[src/hdl/drift_time_interpolator_macros.svh]
// Assertion macros for the drift time interpolator.
`ifndef DRIFT_TIME_INTERPOLATOR_MACROS_SVH
`define DRIFT_TIME_INTERPOLATOR_MACROS_SVH

`ifndef NO_ASSERTIONS
// Same-cycle implication, disabled while reset is high
`define DTI_ASSERT_NOW(label, clk, rst, ante, cons) \
   label: assert property (@(posedge clk) disable iff (rst) (ante) |-> (cons)) \
      else $error("drift time interpolator: same-cycle check failed");
// Next-cycle implication, disabled while reset is high
`define DTI_ASSERT_NEXT(label, clk, rst, ante, cons) \
   label: assert property (@(posedge clk) disable iff (rst) (ante) |=> (cons)) \
      else $error("drift time interpolator: next-cycle check failed");
`else
`define DTI_ASSERT_NOW(label, clk, rst, ante, cons)
`define DTI_ASSERT_NEXT(label, clk, rst, ante, cons)
`endif

`endif

[src/hdl/dti_pkg.sv]
// Shared constants and types for the drift time interpolator.
package dti_pkg;

   localparam int SEGMENTS    = 15;
   localparam int TABLE_DEPTH = SEGMENTS + 1;

   localparam int INDEX_WIDTH = 4;
   localparam int DIST_WIDTH  = 16;
   localparam int TIME_WIDTH  = 14;
   localparam int NUM_WIDTH   = DIST_WIDTH + TIME_WIDTH;
   localparam int QUO_WIDTH   = TIME_WIDTH;
   localparam int DIV_STAGES  = QUO_WIDTH;

   // Operation codes
   localparam logic OP_LOAD    = 1'b0;
   localparam logic OP_CONVERT = 1'b1;

   // One divider stage: partial remainder, quotient so far and what rides along
   typedef struct packed {
      logic                  found;
      logic                  neg;
      logic [TIME_WIDTH-1:0] t0;
      logic [DIST_WIDTH-1:0] span;
      logic [NUM_WIDTH-1:0]  rem;
      logic [QUO_WIDTH-1:0]  quo;
   } div_stage_type;

endpackage

[src/hdl/drift_time_interpolator.sv]
// A beat passes stages 1-3, the restoring divider (one quotient bit per stage) and the
// output register on its way to rsp_; one beat per cycle while rsp_ is not stalled.
// A stalled result holds the whole pipeline and stalls the request side.
// Reset (synchronous, active high) clears all valid bits; the breakpoint table
// is not cleared and holds undefined values until loaded.
module drift_time_interpolator import dti_pkg::*; (
   input  logic                   clock,
   input  logic                   reset,
   input  logic                   req_valid,
   output logic                   req_stall,
   input  logic                   req_operation,
   input  logic [INDEX_WIDTH-1:0] req_point_index,
   input  logic [DIST_WIDTH-1:0]  req_distance,
   input  logic [TIME_WIDTH-1:0]  req_breakpoint_time,
   output logic                   rsp_valid,
   input  logic                   rsp_stall,
   output logic [TIME_WIDTH-1:0]  rsp_drift_time,
   output logic                   rsp_found
);

`include "drift_time_interpolator_macros.svh"

   // Breakpoint table
   logic [DIST_WIDTH-1:0] dist_table_ff [TABLE_DEPTH];
   logic [TIME_WIDTH-1:0] time_table_ff [TABLE_DEPTH];

   // Stage 1: selected segment
   logic                  s1_valid_ff;
   logic                  s1_found_ff, s1_found_in;
   logic [DIST_WIDTH-1:0] s1_dist_ff;
   logic [DIST_WIDTH-1:0] s1_d0_ff, s1_d0_in, s1_d1_ff, s1_d1_in;
   logic [TIME_WIDTH-1:0] s1_t0_ff, s1_t0_in, s1_t1_ff, s1_t1_in;

   // Stage 2: differences
   logic                  s2_valid_ff;
   logic                  s2_found_ff;
   logic                  s2_neg_ff, s2_neg_in;
   logic [DIST_WIDTH-1:0] s2_dx_ff, s2_span_ff;
   logic [TIME_WIDTH-1:0] s2_dt_ff, s2_dt_in;
   logic [TIME_WIDTH-1:0] s2_t0_ff;

   // Stage 3: product magnitude
   logic          s3_valid_ff;
   div_stage_type s3_ff, s3_in;

   // Divider stages
   logic          div_valid_ff [DIV_STAGES];
   div_stage_type div_ff       [DIV_STAGES];
   div_stage_type div_src      [DIV_STAGES];
   div_stage_type div_in       [DIV_STAGES];

   // Output register
   logic                  rsp_valid_ff;
   logic                  rsp_found_ff;
   logic [TIME_WIDTH-1:0] rsp_time_ff, rsp_time_in;
   logic [TIME_WIDTH-1:0] fin_quo;

   logic advance;
   logic req_accept;

   // Hold every stage while the result beat is stalled
   assign advance    = !(rsp_valid_ff && rsp_stall);
   assign req_stall  = !advance;
   assign req_accept = req_valid && advance;

   // Write one breakpoint pair on a load beat
   always_ff @(posedge clock) begin
      for (int j = 0; j < TABLE_DEPTH; j++) begin
         if (req_accept && req_operation == OP_LOAD && int'(req_point_index) == j) begin
            dist_table_ff[j] <= req_distance;
            time_table_ff[j] <= req_breakpoint_time;
         end
      end
   end

   // Compare against every segment; the highest matching index wins
   always_comb begin
      s1_found_in = 1'b0;
      s1_d0_in    = dist_table_ff[0];
      s1_d1_in    = dist_table_ff[1];
      s1_t0_in    = time_table_ff[0];
      s1_t1_in    = time_table_ff[1];
      for (int i = 0; i < SEGMENTS; i++) begin
         if (req_distance > dist_table_ff[i] && req_distance < dist_table_ff[i+1]) begin
            s1_found_in = 1'b1;
            s1_d0_in    = dist_table_ff[i];
            s1_d1_in    = dist_table_ff[i+1];
            s1_t0_in    = time_table_ff[i];
            s1_t1_in    = time_table_ff[i+1];
         end
      end
      if (req_operation == OP_LOAD) begin
         s1_found_in = 1'b0;
      end
   end

   // Take the time step apart into magnitude and sign
   always_comb begin
      s2_neg_in = s1_t1_ff < s1_t0_ff;
      s2_dt_in  = s2_neg_in ? (s1_t0_ff - s1_t1_ff) : (s1_t1_ff - s1_t0_ff);
   end

   // Form the numerator magnitude and seed the divider
   always_comb begin
      s3_in.found = s2_found_ff;
      s3_in.neg   = s2_neg_ff;
      s3_in.t0    = s2_t0_ff;
      s3_in.span  = s2_span_ff;
      s3_in.rem   = NUM_WIDTH'(s2_dx_ff) * NUM_WIDTH'(s2_dt_ff);
      s3_in.quo   = '0;
   end

   // Restoring division: one quotient bit per stage, most significant first
   always_comb begin
      div_src[0] = s3_ff;
      for (int s = 1; s < DIV_STAGES; s++) begin
         div_src[s] = div_ff[s-1];
      end
      for (int s = 0; s < DIV_STAGES; s++) begin
         div_in[s] = div_src[s];
         if (div_src[s].rem >= (NUM_WIDTH'(div_src[s].span) << (QUO_WIDTH - 1 - s))) begin
            div_in[s].rem = div_src[s].rem - (NUM_WIDTH'(div_src[s].span) << (QUO_WIDTH - 1 - s));
            div_in[s].quo[QUO_WIDTH-1-s] = 1'b1;
         end
      end
   end

   // Apply the sign to the quotient and add the segment start time, or give zero if not found
   assign fin_quo = div_ff[DIV_STAGES-1].quo;
   always_comb begin
      if (!div_ff[DIV_STAGES-1].found) begin
         rsp_time_in = '0;
      end else if (div_ff[DIV_STAGES-1].neg) begin
         rsp_time_in = div_ff[DIV_STAGES-1].t0 - fin_quo;
      end else begin
         rsp_time_in = div_ff[DIV_STAGES-1].t0 + fin_quo;
      end
   end

   // Advance valid bits
   always_ff @(posedge clock) begin
      if (reset) begin
         s1_valid_ff  <= 1'b0;
         s2_valid_ff  <= 1'b0;
         s3_valid_ff  <= 1'b0;
         rsp_valid_ff <= 1'b0;
         for (int s = 0; s < DIV_STAGES; s++) begin
            div_valid_ff[s] <= 1'b0;
         end
      end else if (advance) begin
         s1_valid_ff     <= req_valid;
         s2_valid_ff     <= s1_valid_ff;
         s3_valid_ff     <= s2_valid_ff;
         div_valid_ff[0] <= s3_valid_ff;
         for (int s = 1; s < DIV_STAGES; s++) begin
            div_valid_ff[s] <= div_valid_ff[s-1];
         end
         rsp_valid_ff <= div_valid_ff[DIV_STAGES-1];
      end
   end

   // Advance payload
   always_ff @(posedge clock) begin
      if (advance) begin
         s1_found_ff <= s1_found_in;
         s1_dist_ff  <= req_distance;
         s1_d0_ff    <= s1_d0_in;
         s1_d1_ff    <= s1_d1_in;
         s1_t0_ff    <= s1_t0_in;
         s1_t1_ff    <= s1_t1_in;

         s2_found_ff <= s1_found_ff;
         s2_neg_ff   <= s2_neg_in;
         s2_dt_ff    <= s2_dt_in;
         s2_dx_ff    <= s1_dist_ff - s1_d0_ff;
         s2_span_ff  <= s1_d1_ff - s1_d0_ff;
         s2_t0_ff    <= s1_t0_ff;

         s3_ff <= s3_in;
         for (int s = 0; s < DIV_STAGES; s++) begin
            div_ff[s] <= div_in[s];
         end

         rsp_found_ff <= div_ff[DIV_STAGES-1].found;
         rsp_time_ff  <= rsp_time_in;
      end
   end

   assign rsp_valid      = rsp_valid_ff;
   assign rsp_found      = rsp_found_ff;
   assign rsp_drift_time = rsp_time_ff;

   // Checks
   `DTI_ASSERT_NOW(a_not_found_zero, clock, reset, rsp_valid && !rsp_found, rsp_drift_time == '0)
   `DTI_ASSERT_NEXT(a_accept_enters, clock, reset, req_valid && !req_stall, s1_valid_ff)
   `DTI_ASSERT_NOW(a_div_rem_bound, clock, reset,
                   div_valid_ff[DIV_STAGES-1] && div_ff[DIV_STAGES-1].found,
                   div_ff[DIV_STAGES-1].rem < NUM_WIDTH'(div_ff[DIV_STAGES-1].span))

endmodule

[config.mk]
export PLATFORM = sky130hd
export DESIGN_NAME = drift_time_interpolator
export DESIGN_NICKNAME = d
export VERILOG_FILES = /design/src/hdl/dti_pkg.sv /design/src/hdl/drift_time_interpolator.sv
export VERILOG_INCLUDE_DIRS = /design/src /design/src/hdl
export SDC_FILE = /design/constraint.sdc
export NUM_CORES = 2
export LEC_CHECK = 0
export BUFFER_PORTS_ARGS = -buffer_cell sky130_fd_sc_hd__buf_4
export CAP_MARGIN = 5
export CORE_MARGIN = 1
export CORE_UTILIZATION = 39
export CTS_BUF_LIST = sky130_fd_sc_hd__clkbuf_4 sky130_fd_sc_hd__clkbuf_8 sky130_fd_sc_hd__clkbuf_16
export CTS_CLUSTER_DIAMETER = 60
export CTS_CLUSTER_SIZE = 25
export DETAILED_ROUTE_END_ITERATION = 6
export SETUP_SLACK_MARGIN = 0.5
export SLEW_MARGIN = 20
export SYNTH_ARGS = -nofsm -noshare
export SYNTH_HDL_FRONTEND = slang
export SYNTH_SLANG_ARGS = --single-unit
[constraint.sdc]
create_clock -name clock -period 39.8 [get_ports clock]
set_input_delay 1.99 -clock clock [delete_from_list [all_inputs] [get_ports clock]]
set_output_delay 1.99 -clock clock [all_outputs]
set_load 0.03 [all_outputs]
**Word-level counts from Yosys, hierarchy flattened**

Memories as Yosys holds them, arrays and structs flattened. A register that Yosys moved wholly into a read port is not among the register bits.
Index checks and enable logic that the tools add are counted.

- RAM bits: 1,558
- Output and inout port bits: 17
- Memories: 4
- Flip-flop bits (word level): 219
- Logic and storage cells: 430
- Input bits: 39

Memories:

| memory | depth | width | rd ports | clocked after Yosys merged registers in | write ports | line | RTL |
|---|---|---|---|---|---|---|---|
| div_ff | 14 | 76 | 14 | 0 | 14 | drift_time_interpolator.sv:48 | `div_stage_type div_ff [DIV_STAGES];` |
| dist_table_ff | 16 | 16 | 16 | 0 | 1 | drift_time_interpolator.sv:24 | `logic [DIST_WIDTH-1:0] dist_table_ff [TABLE_DEPTH];` |
| time_table_ff | 16 | 14 | 16 | 0 | 1 | drift_time_interpolator.sv:25 | `logic [TIME_WIDTH-1:0] time_table_ff [TABLE_DEPTH];` |
| div_valid_ff | 14 | 1 | 14 | 1 | 14 | drift_time_interpolator.sv:47 | `logic div_valid_ff [DIV_STAGES];` |

- Bitwise operators: 15
- $lt $le $gt $ge: 45
- Muxes and demuxes: 241
- Add/sub/neg operators: 20
- Reductions and logical operators: 67
- $mul: 1
- Equal/unequal tests: 15

Operators by type and width:

| kind | count |
|---|---|
| $mux W16 | 43 |
| $mux W14 | 45 |
| $mux W30 | 13 |
| $gt A16 B16 Y1 | 15 |
| $lt A16 B16 Y1 | 15 |
| $reduce_or A16 Y1 | 15 |
| $reduce_or A14 Y1 | 15 |
| $mux W4 | 30 |
| $mux W1 | 109 |
| $sub A14 B14 Y14 | 3 |
| $logic_and A1 B1 Y1 | 34 |
| $eq A4 B4 Y1 const B | 8 |
| $sub A16 B16 Y16 | 2 |
| $mux W31 | 1 |
| $ge A30 B16 Y1 | 1 |
| $ge A30 B17 Y1 | 1 |
| $ge A30 B18 Y1 | 1 |
| $ge A30 B19 Y1 | 1 |
| $ge A30 B20 Y1 | 1 |
| $ge A30 B21 Y1 | 1 |
| $ge A30 B22 Y1 | 1 |
| $ge A30 B23 Y1 | 1 |
| $ge A30 B24 Y1 | 1 |
| $ge A30 B25 Y1 | 1 |
| other kinds (28) | 46 |

**Longest topological paths before layout**

- Depth in word-level cells: 23
- Gate-level depth with buffers: 24
- Depth with buffers taken out: 23

**Worst setup path after synthesis**

Ideal clock, no wire load.

- Kind: in2reg
- Start point: in rsp_stall
- End point: mem div_valid_ff[0] (enable)
- Path buffers: 0
- Arrival time: 36.193 ns
- Setup time: 0.413 ns
- Setup slack: 3.193 ns
- Required time: 39.387 ns
- Stages on the path: 3
- Cells stage by stage: nand2_1 > inv_1 > nand2b_1

RTL lines:

| item | line | RTL |
|---|---|---|
| from (decl) | drift_time_interpolator.sv:16 | `input logic rsp_stall,` |
| to (decl) | drift_time_interpolator.sv:47 |  |

==> run summary <==
The first global-routing pass estimated 325.2 mm of wire. The placer's final routability congestion estimate came out at 0.9048. Worst-case hold path end point: div_ff[0][150].

For this run the aggregate overflow at the end of global routing stands at 0. After layout, the worst path uses 17.15% of the clock period. The depth of the worst register-to-register path came out at 21.

In this run, synthesis inferred 1637 flip-flops with an integrated enable. After the last flow step, the layout net total stands at 8112. The cell at the slowest stage of the critical path was sky130_fd_sc_hd__edfxtp_1. The floorplan row count came out at 173. Along the worst hold path, the cell count comes to 0.

The synthesized design devotes to its leading area cell type 55.92% of total area. Sorting the synthesized cells by how often they occur yields sky130_fd_sc_hd__edfxtp_1 (1637), sky130_fd_sc_hd__inv_1 (808), sky130_fd_sc_hd__ha_1 (644), sky130_fd_sc_hd__nor2_1 (425), sky130_fd_sc_hd__nand2_1 (395). The logs give 32.75 ns for the post-placement setup slack and 32.98 ns for the final worst-path setup slack. STA puts the critical path data required time at 40.37 ns. For this run, the slowest stage of the critical path takes 0.85 ns.

For the pin with the worst max-slew slack, the measured transition is 1.121 ns. The cell family contributing the most delay on the critical path is adder cells. The initial cell density of the core is 39.39%, and the CTS clock-pin slew for the worst setup and hold paths is 0.09 ns. The die extent in x came out at 476.8 um. In the synthesized netlist the dominant register cell turns out to be sky130_fd_sc_hd__edfxtp_1. The post-cts gate resize count was 0; the count of final hold-check violations was 0. For the source-to-sink clock delay at the later pin of the worst-skew pair, the log shows 0.84 ns. The tools report the number of antenna violations at the first check in global routing as 4. The endpoint kind of the worst setup timing path is a flip-flop.

The post-route setup TNS was 0 ns. Once detail routing completed, the nets flagged for antenna violations numbered 0. After the first detailed-routing iteration, the DRC count stood at 4374.

The die covers 227300 sq um. The floorplan step defined a core boundary enclosing 223200 sq um. The clock net in this run drives a total of 1641 sinks. Vertical die dimension: 476.8 um. The critical path starts at s2_dx_ff[5].

The total of max-cap violations came out at 0. In this run the number of H-tree levels came out at 4. The total buffers and inverters traversed by the critical path is 3, and the via count of the first global-routing pass is 55530. Sorting the synthesized cells by area gives the leading types as sky130_fd_sc_hd__edfxtp_1 (56%), sky130_fd_sc_hd__ha_1 (9.2%), sky130_fd_sc_hd__fa_1 (4.2%). The run gives 211.2 mm as the sum of routed wire length over all layers. Setup repair after global routing left no endpoint under its margin. The setup path with the least slack is of type reg2reg.

For flop-to-flop paths, the worst setup slack is 32.98 ns. The run gives 0 as the number of post-CTS setup repair buffers. The number of ports placed on the die boundary is 56, and the maximum operating frequency is 0.1465 GHz.

In this run the tightest slew margin relative to its limit is 25.27%. Dividing the detail-routed wire length by the instance count gives 20.44 um. Mean instance size in the synthesized netlist: 12.20 sq um. The startpoint of the worst-slack reg-to-reg timing path is s2_dx_ff[5]. The cell that appears most often on the critical path is sky130_fd_sc_hd__fa_1. In the synthesized netlist, the number of instances is 7205. The startpoint kind of the worst setup timing path is a flip-flop. The flow ran to the end, and the final reports show no timing, DRC or antenna violations.

The largest net degree at the start of global routing was 192; the highest net fanout along the worst path was 14. The min-delay analysis places its worst path in the category reg2reg. TritonCTS built the clock tree.

The data arrival time of the worst path is 7.40 ns. The clock skew after layout is 0.04941 ns. The Yosys step of the flow raised 0 warnings.

In this run, post-CTS hold repair placed 0 buffers. In this run the most critical hold path is launched from div_ff[0][74]. The run gives 18.29% as the global-route usage over all layers. Detailed routing inserted a total of 56170 vias.

For the final-report max-slew violation count, the log shows 0. Clock root buffer master: sky130_fd_sc_hd__clkbuf_16. Number of filler cells placed in the layout: 20260. Dominant cell type by area after synthesis: sky130_fd_sc_hd__edfxtp_1.

The post-route netlist has 6.758% of its cells at a drive strength greater than 1. The share of the yosys chip area belonging to registers was 56.01%; the mean number of vias per cell was 5.436. The most repeated cell in the gate-level netlist after synthesis was sky130_fd_sc_hd__edfxtp_1.

For this run, design rule violations remaining after detail routing come to 0. The HPWL after detailed placement is 154.0 mm, and the register bit total from synthesis is 1641. Walking the worst path, the cells encountered are nand2_1 > fa_1 > inv_1 > fa_1 > fa_1 > fa_1 > fa_1 > inv_1 > fa_1 > inv_1 > ha_1 > a21o_1 > a21o_1 > a21oi_1 > o21a_1 > a21oi_1 > o311ai_0 > a21oi_1 > a21o_1 > a21oi_1 > xnor2_1. The total nets after synthesis is 8071.

The growth of design area from synthesis to finish was 9.804%; the time the final worst path needs with I/O delays and setup was 6.824 ns. The number of detailed-route iterations in the first pass is 7, and the number of buffers inserted during clock tree synthesis is 130. Port buffering added 55 buffers. The count of different cell masters after synthesis came out at 86.

The endpoint identified for the worst register-to-register timing path is div_src[1030]. In this run the deepest clock path goes through 3 buffers. The async set-reset flop share out of synthesis works out to 0%.

The cell area that synthesis handed to floorplanning was 87900 sq um. Setup violations remaining at the end of the flow were counted as 0.
## worst max-delay path by stage
| stage | endpoint | slack [ns] | cells after the start |
|---|---|---|---|
| 6_report | div_src[1030] | 32.98 | 21 |
| 5_1_grt | div_src[1030] | 32.51 | 21 |
| 4_1_cts | div_src[1030] | 32.93 | 21 |
| 3_5_place_dp | s1_d0_ff[13] | 32.75 | 13 |
| 3_3_place_gp | s1_d0_ff[13] | 32.88 | 13 |
| 2_1_floorplan | div_valid_ff[0] | 3.19 | 3 |
## stage by stage
step                instance area (sq um)  util, %  std cells  hold WS, ns
floorplan                           87900        -       7205       0.4003
global placement                    91900    41.18      10090       0.4006
detailed placement                  91900    41.18      10090       0.4045
CTS                                 96510    43.24      10330       0.4121
global route                        96520    43.25      10330       0.4136
finish                              96520    43.25      10330       0.4129
## sequential cells by signal, indices dropped and copies added, names as in the netlist, 14 cells and up
register	flops
s1_d1_ff	16
s2_t0_ff	14
div_in	32
s2_dt_ff	14
rsp_drift_time	14
s2_dx_ff	16
div_valid_ff	14
s1_d0_ff	16
time_table_ff	224
div_src	30
div_ff	927
s2_span_ff	16
dist_table_ff	256
s1_t1_ff	14
s1_dist_ff	16
s1_t0_ff	14
## placed cells by master, fill, tap and decap left out, types with 28 or more instances in the layout
cell                        count
sky130_fd_sc_hd__a22oi_1       35
sky130_fd_sc_hd__mux2i_1       43
sky130_fd_sc_hd__xnor2_1      187
sky130_fd_sc_hd__nand2b_1      52
sky130_fd_sc_hd__nor2_1       410
sky130_fd_sc_hd__fa_1         183
sky130_fd_sc_hd__nor3_1       125
sky130_fd_sc_hd__or3_1         43
sky130_fd_sc_hd__nor4_1        89
sky130_fd_sc_hd__a31oi_1       78
sky130_fd_sc_hd__buf_4        122
sky130_fd_sc_hd__clkbuf_16    130
sky130_fd_sc_hd__o21ai_0      212
sky130_fd_sc_hd__a21o_1       129
sky130_fd_sc_hd__and2_1       149
sky130_fd_sc_hd__nand2_1      392
sky130_fd_sc_hd__nand4_1       78
sky130_fd_sc_hd__inv_1        808
sky130_fd_sc_hd__a211oi_1      40
sky130_fd_sc_hd__nor2b_1       78
sky130_fd_sc_hd__a21boi_0      28
sky130_fd_sc_hd__mux2_2        66
sky130_fd_sc_hd__edfxtp_1    1637
sky130_fd_sc_hd__a22o_1        83
sky130_fd_sc_hd__a21oi_1      372
sky130_fd_sc_hd__xor2_1       121
sky130_fd_sc_hd__a221oi_1      57
sky130_fd_sc_hd__o21a_1        51
sky130_fd_sc_hd__o2bb2ai_1     36
sky130_fd_sc_hd__o211ai_1      95
sky130_fd_sc_hd__o22ai_1      149
sky130_fd_sc_hd__and3_1        35
sky130_fd_sc_hd__nand3_1      122
sky130_fd_sc_hd__ha_1         644
## metal layers
metal	vias to the layer above	GRT usage [%]	wire, um
met5	-	0	11
met4	2	6.354	6992
met3	364	2.376	9826
met2	1560	31.95	105300
met1	27490	23.19	89140
li1	26760	-	-
## logic make-up after synthesis
family                     count (synthesis)  share of synthesized area [%]
DFF                                     1641                          56.01
and+or+nand+nor                         1722                          9.821
AOI/OAI and AO/OA                       1571                          11.99
muxes                                    110                          1.347
xor gates and xnor gates                 308                          3.069
buffers and inverters                   1026                          4.428
adders and majority gates                827                          13.33
## worst reg2reg max path: cells and delay by family, from the launching register on
| family | cells | cell delay [ns] |
|---|---|---|
| fa+ha+maj | 7 | 3.55 |
| buf+inv | 3 | 0.18 |
| flops | 1 | 0.85 |
| simple gates | 1 | 0.18 |
| xor+xnor | 1 | 0.09 |
| compound gates | 9 | 1.72 |
## area by class of cell
class | instances | area, sq um | area share [%]
inverter | 810 | 3040 | 3.150
sequential | 1641 | 49240 | 51.01
antenna | 4 | 10.01 | 0.01037
tap | 2975 | 3722 | 3.856
multi-input combinational | 4538 | 34940 | 36.20
timing repair buffer | 125 | 967.2 | 1.002
clock buffer | 138 | 3313 | 3.433
clock inverter | 102 | 1292 | 1.339
Power is not shown: default switching activity piles up to over one toggle a cycle in this logic, so the estimate is an artifact.
